<file path="src/hdl/mtf_pkg.sv">
`timescale 1ns / 1ps

package mtf_pkg;

	localparam int QUEUE_DEPTH = 1024;
	localparam int DATA_W      = 64;
	localparam int CNT_W       = $clog2(QUEUE_DEPTH + 1);

	typedef enum logic [1:0] {
		OP_ENQ = 2'd0,
		OP_DEQ = 2'd1,
		OP_CLR = 2'd2,
		OP_QRY = 2'd3
	} opcode_t;

	typedef enum logic [1:0] {
		ST_OK    = 2'd0,
		ST_EMPTY = 2'd1,
		ST_FULL  = 2'd2
	} status_t;

	typedef enum logic {
		S_IDLE,
		S_REPORT
	} fsm_state_t;

	typedef struct packed {
		logic                     enq;
		logic                     deq;
		logic                     clr;
		logic signed [DATA_W-1:0] value;
	} cell_cmd_t;

	typedef struct packed {
		logic                     valid;
		logic signed [DATA_W-1:0] value;
		logic signed [DATA_W-1:0] minv;
	} cell_data_t;

endpackage

</file>
<file path="src/hdl/mtf_cell.sv">
`timescale 1ns / 1ps

module mtf_cell (
	input  logic               clk,
	input  logic               arst_n,
	input  mtf_pkg::cell_cmd_t  cmd,
	input  logic               prev_valid,
	input  mtf_pkg::cell_data_t nxt,
	output mtf_pkg::cell_data_t cur
);
	import mtf_pkg::*;

	// Each cell holds one item and the minimum of itself and every younger item.
	logic                     valid_q;
	logic signed [DATA_W-1:0] value_q;
	logic signed [DATA_W-1:0] min_q;
	logic                     load;

	assign load = cmd.enq && !valid_q && prev_valid;

	always_ff @(posedge clk or negedge arst_n) begin
		if (!arst_n) begin
			valid_q <= 1'b0;
		end else if (cmd.clr) begin
			valid_q <= 1'b0;
		end else if (cmd.deq) begin
			valid_q <= nxt.valid;
		end else if (load) begin
			valid_q <= 1'b1;
		end
	end

	always_ff @(posedge clk) begin
		if (cmd.deq) begin
			value_q <= nxt.value;
			min_q   <= nxt.minv;
		end else if (load) begin
			value_q <= cmd.value;
			min_q   <= cmd.value;
		end else if (cmd.enq && valid_q && ($signed(cmd.value) < $signed(min_q))) begin
			min_q <= cmd.value;
		end
	end

	assign cur.valid = valid_q;
	assign cur.value = value_q;
	assign cur.minv  = min_q;

endmodule

</file>
<file path="config.mk">
export PLATFORM = sky130hd
export DESIGN_NAME = mtf_cell
export DESIGN_NICKNAME = d
export VERILOG_FILES = /design/src/hdl/mtf_pkg.sv /design/src/hdl/mtf_cell.sv
export SDC_FILE = /design/constraint.sdc
export NUM_CORES = 1
export LEC_CHECK = 0
export BUFFER_PORTS_ARGS = -buffer_cell sky130_fd_sc_hd__buf_2
export CORE_AREA = 2 2 127 129
export DETAILED_ROUTE_END_ITERATION = 8
export DIE_AREA = 0 0 129 131
export PLACE_DENSITY = 0.8
export SLEW_MARGIN = 30
export SYNTH_ARGS = -nofsm -noshare
export SYNTH_HDL_FRONTEND = slang
export SYNTH_SLANG_ARGS = --single-unit
export TNS_END_PERCENT = 20
</file>
<file path="constraint.sdc">
create_clock -name clk -period 7.4 [get_ports clk]
set_input_delay 1.11 -clock clk [delete_from_list [all_inputs] [get_ports clk]]
set_output_delay 1.11 -clock clk [all_outputs]
set_load 0.05 [all_outputs]
</file>
==> results.md <==
- The die extent in x is 129 µm.
- The largest net degree at the start of global routing is 100.
- The min-delay analysis places its worst path in the category input pin to async pin.
- Setup violations remaining at the end of the flow were counted as 0.
- The clock share of power is 0.358.
- Summing all flip-flop and latch instances after layout gives 0.00387 mm².
- The number of nets produced by synthesis is 967.
- The final net count is 1295.
- The detail route stage leaves a number of antenna-violating nets equal to 0.
- The TritonCTS clock tree is built.
- Counting flops and latches in the post-synthesis netlist gives 129.
- The analysis attributes to cell leakage a power of 4.90 nW.
- The placed wire-length estimate is 14900 µm.
- For this run, the number of standard cells in the final layout without fillers is 1263.
- The part of the total power dissipated in sequential elements is 0.393.
- The peak fanout along the critical path is 64.
- Counting tap cells, the placed design contains a total of 1230 instances.
- The library cell used most frequently in the layout, excluding fill and tap cells, is sky130_fd_sc_hd__buf_2.
- The sort of element at the end of the critical path is a flop.
- The site row count is 46.
- The total power divided by cell area is 248 mW/mm².
- Once the clock tree was built, the resizer swapped 0 gates to a different size.
- Hold is met by 462 ps.
- The clock sink total is 129.
- The critical path startpoint is cmd[13].
- The weighted congestion reported at the end of routability-driven placement is 0.817.
- The number of input and output port buffers inserted is 327.
- Walking the worst path, the cells encountered are buf_2 -> ha_1 -> a211oi_1 -> nor2_1 -> a2111oi_0 -> o21ai_1 -> o2111a_1 -> nor4b_1 -> nand3b_1 -> buf_4.
- The critical path startpoint category is an input pin.
- The total CTS buffers is 17.
- VDD sags by at most 0.139 mV.
- In the final routed layout, each cell accounts on average for 15.2 µm.
- Summed over all nets, the switching power comes to 0.754 mW.
- The clock reaches the later pin of the worst-skew pair after 410 ps.
- The cell-internal power is 1.58 mW.
- After detailed routing, the number of remaining DRC violations is 0.
- In this run the critical register-to-register path is launched from min_q[13].
- The area of the mapped netlist is 0.00696 mm².
- On the worst path, the slowest cell contributes a delay of 710 ps.
- The slew at the pin with the worst max-slew slack is 887 ps.
- During synthesis, Yosys emitted a total of 0 warnings.
- The number of top-level design ports is 328.
- The die covers 0.0169 mm².
- Summed over all failing endpoints, the final setup total negative slack is 0 ps.
- The area used by multi-input combinational logic is 0.00275 mm².
- For this block, the routed nets add up to 19200 µm of wire.
- The first-pass GRT wire length is 29100 µm.
- The maximum buffer depth of the clock tree is 2.
- Of the total power, the share spent switching nets is 0.323.
- From bottom edge to top edge, the die measures 131 µm.
- Post-CTS timing repair inserted 0 buffers for setup.
- The share of total power dissipated in combinational logic is 0.249.
- Setup repair after global routing left no endpoint under its margin.
- The count of vias placed by the detailed router is 6051.
- The quantity of hold-fixing buffers added after cts is 0.
- In the layout the commonest cells are sky130_fd_sc_hd__buf_2, sky130_fd_sc_hd__nand2_1, sky130_fd_sc_hd__edfxtp_1.
- The filler cells instantiated in the layout total 1365.
- The final-report hold violation count is 0.
- The flow ran to the end, and the final reports show no timing, DRC or antenna violations.
- The via count of the first global-routing pass is 6027.
- After synthesis, the mean cell area works out to 9.87 µm².
- For this run the aggregate overflow at the end of global routing stands at 0.
- In the synthesized netlist, the number of instances is 705.
- The number of max-cap violations is 0.
- Data arrives at the worst endpoint at 4050 ps.
- The number of library cell types mapped by synthesis is 33.
- Relative to the synthesized area, the layout overhead comes to 35.2%.
- On the critical path, the stage with the largest delay is an instance of sky130_fd_sc_hd__buf_4.
- The initial cell density of the core is 0.446.
- Clock skew on the completed layout was measured at 8.42 ps.
- The kind of critical path is input pin to flop.
- Clock-pin slew was measured on the worst setup and hold paths at 60 ps.
- In the finished design, the share of the clock period the worst path needs comes to 0.543.
- The via count normalized by instance count is 4.79.
- The time the final worst path needs with I/O delays and setup is 4020 ps.
- The part of the Yosys area used for sequential elements is 0.556.
- Timing would allow up to 249 MHz.
- The number of antenna violations at the first check in global routing came to 3.
- The share of layout cells above drive strength 1 is 0.347.
- The max-slew violation total from the final report came to 0.
- The max-slew headroom at the worst pin is 0.409.
- The H-tree level count is 4.
- After floorplanning, the core was sized to cover 0.0156 mm².
- In this run, the number of DRC markers left after iteration 0 of detailed routing was 263.
- The number of detailed-routing iterations run before antenna repair is 4.
- At the worst endpoint, the required time is 7440 ps.
- CTS placed an instance of sky130_fd_sc_hd__clkbuf_16 at the clock tree root.
- The overall global routing resource usage is 0.229.
## path summary, 6_finish.rpt
| kind | depth (start not counted) | slack [ps] | end |
|---|---|---|---|
| max | 10 | 3380 | min_q[18] |
| min in group clk | 2 | 580 | valid_q |
| max reg2reg | 10 | 3820 | min_q[18] |
| max in group asynchronous | 1 | 6850 | valid_q |
| min reg2reg | 2 | 580 | valid_q |
| min | 1 | 460 | valid_q |
## state kept, by name, indices dropped and copies added, names as in the netlist
register / flops
min_q: 64
value_q: 64
valid_q: 1
## power groups by stage
stage / Sequential, mW / Clock (mW) / Combinational, mW
after floorplan: 1.17 / 0 / 0.168
after global placement: 0.929 / 0 / 0.574
after detailed placement: 0.932 / 0 / 0.583
after CTS: 0.917 / 0.854 / 0.586
after global routing: 0.925 / 0.880 / 0.632
final: 0.917 / 0.837 / 0.581
## cells by family (layout without fill, tap and decap cells)
kind of cell             count (synthesis)  after routing  share of synthesized area
flip-flops                             129            129                      0.556
other                                    0              1                          0
AO/OA/AOI/OAI                           49             49                     0.0441
AND/OR/NAND/NOR                        375            375                      0.238
buffers and inverters                   89            430                     0.0486
adder cells (fa/ha/maj)                 63             63                      0.113
## critical path: cells and delay by family
| kind | cells | cell delay, ps |
|---|---|---|
| and+or+nand+nor | 3 | 480 |
| AOI/OAI and AO/OA | 4 | 1280 |
| buffers and inverters | 2 | 820 |
| adders and majority gates | 1 | 320 |
## synthesized netlist by cell type
master	n	share of area
sky130_fd_sc_hd__a2111oi_0	1	0.0013
sky130_fd_sc_hd__a211oi_1	3	0.0032
sky130_fd_sc_hd__a21o_1	2	0.0022
sky130_fd_sc_hd__a21oi_1	21	0.015
sky130_fd_sc_hd__a221o_1	1	0.0014
sky130_fd_sc_hd__a221oi_1	4	0.0050
sky130_fd_sc_hd__a221oi_2	1	0.0022
sky130_fd_sc_hd__a2bb2oi_1	1	0.0013
sky130_fd_sc_hd__a31oi_1	2	0.0018
sky130_fd_sc_hd__and2_0	1	0.00090
sky130_fd_sc_hd__and4_1	3	0.0038
sky130_fd_sc_hd__buf_4	1	0.0011
sky130_fd_sc_hd__clkbuf_1	21	0.011
sky130_fd_sc_hd__dfrtp_1	1	0.0036
sky130_fd_sc_hd__edfxtp_1	128	0.55
sky130_fd_sc_hd__ha_1	63	0.11
sky130_fd_sc_hd__inv_1	67	0.036
sky130_fd_sc_hd__nand2_1	271	0.15
sky130_fd_sc_hd__nand2b_1	64	0.058
sky130_fd_sc_hd__nand3_1	6	0.0043
sky130_fd_sc_hd__nand3b_1	1	0.0011
sky130_fd_sc_hd__nand4_1	13	0.012
sky130_fd_sc_hd__nor2_1	5	0.0027
sky130_fd_sc_hd__nor2b_1	1	0.00090
sky130_fd_sc_hd__nor3_1	4	0.0029
sky130_fd_sc_hd__nor4_1	2	0.0018
sky130_fd_sc_hd__nor4b_1	1	0.0013
sky130_fd_sc_hd__o2111a_1	1	0.0016
sky130_fd_sc_hd__o21a_1	1	0.0011
sky130_fd_sc_hd__o21ai_0	5	0.0036
sky130_fd_sc_hd__o21ai_1	6	0.0043
sky130_fd_sc_hd__or3_1	1	0.00090
sky130_fd_sc_hd__or4_1	2	0.0022
## per-stage QoR
stage	setup WS [ps]	util	power [mW]	area [µm²]
after floorplan	2410	-	1.34	6960
after global placement	2950	0.565	1.50	8810
after detailed placement	2900	0.565	1.51	8810
after CTS	3330	0.603	2.36	9410
after global routing	3150	0.603	2.44	9410
final	3380	0.603	2.34	9410
## final cells by class
type | count | area share
sequential | 129 | 0.411
multi-input combinational | 487 | 0.292
timing repair buffer | 331 | 0.177
clock buffer | 23 | 0.0519
tap | 216 | 0.0287
inverter | 67 | 0.0267
clock inverter | 9 | 0.0113
antenna | 1 | 0.000266
## per-layer routing
layer | wire [µm] | up-vias | share of wire | GRT usage
met5 | 13 | - | 0.00068 | 0
met4 | 309 | 2 | 0.016 | 0.0793
met3 | 1550 | 27 | 0.081 | 0.0733
met2 | 9780 | 248 | 0.51 | 0.416
met1 | 7520 | 2745 | 0.39 | 0.253
li1 | - | 3029 | - | -
(Power assumes the default switching activity.)
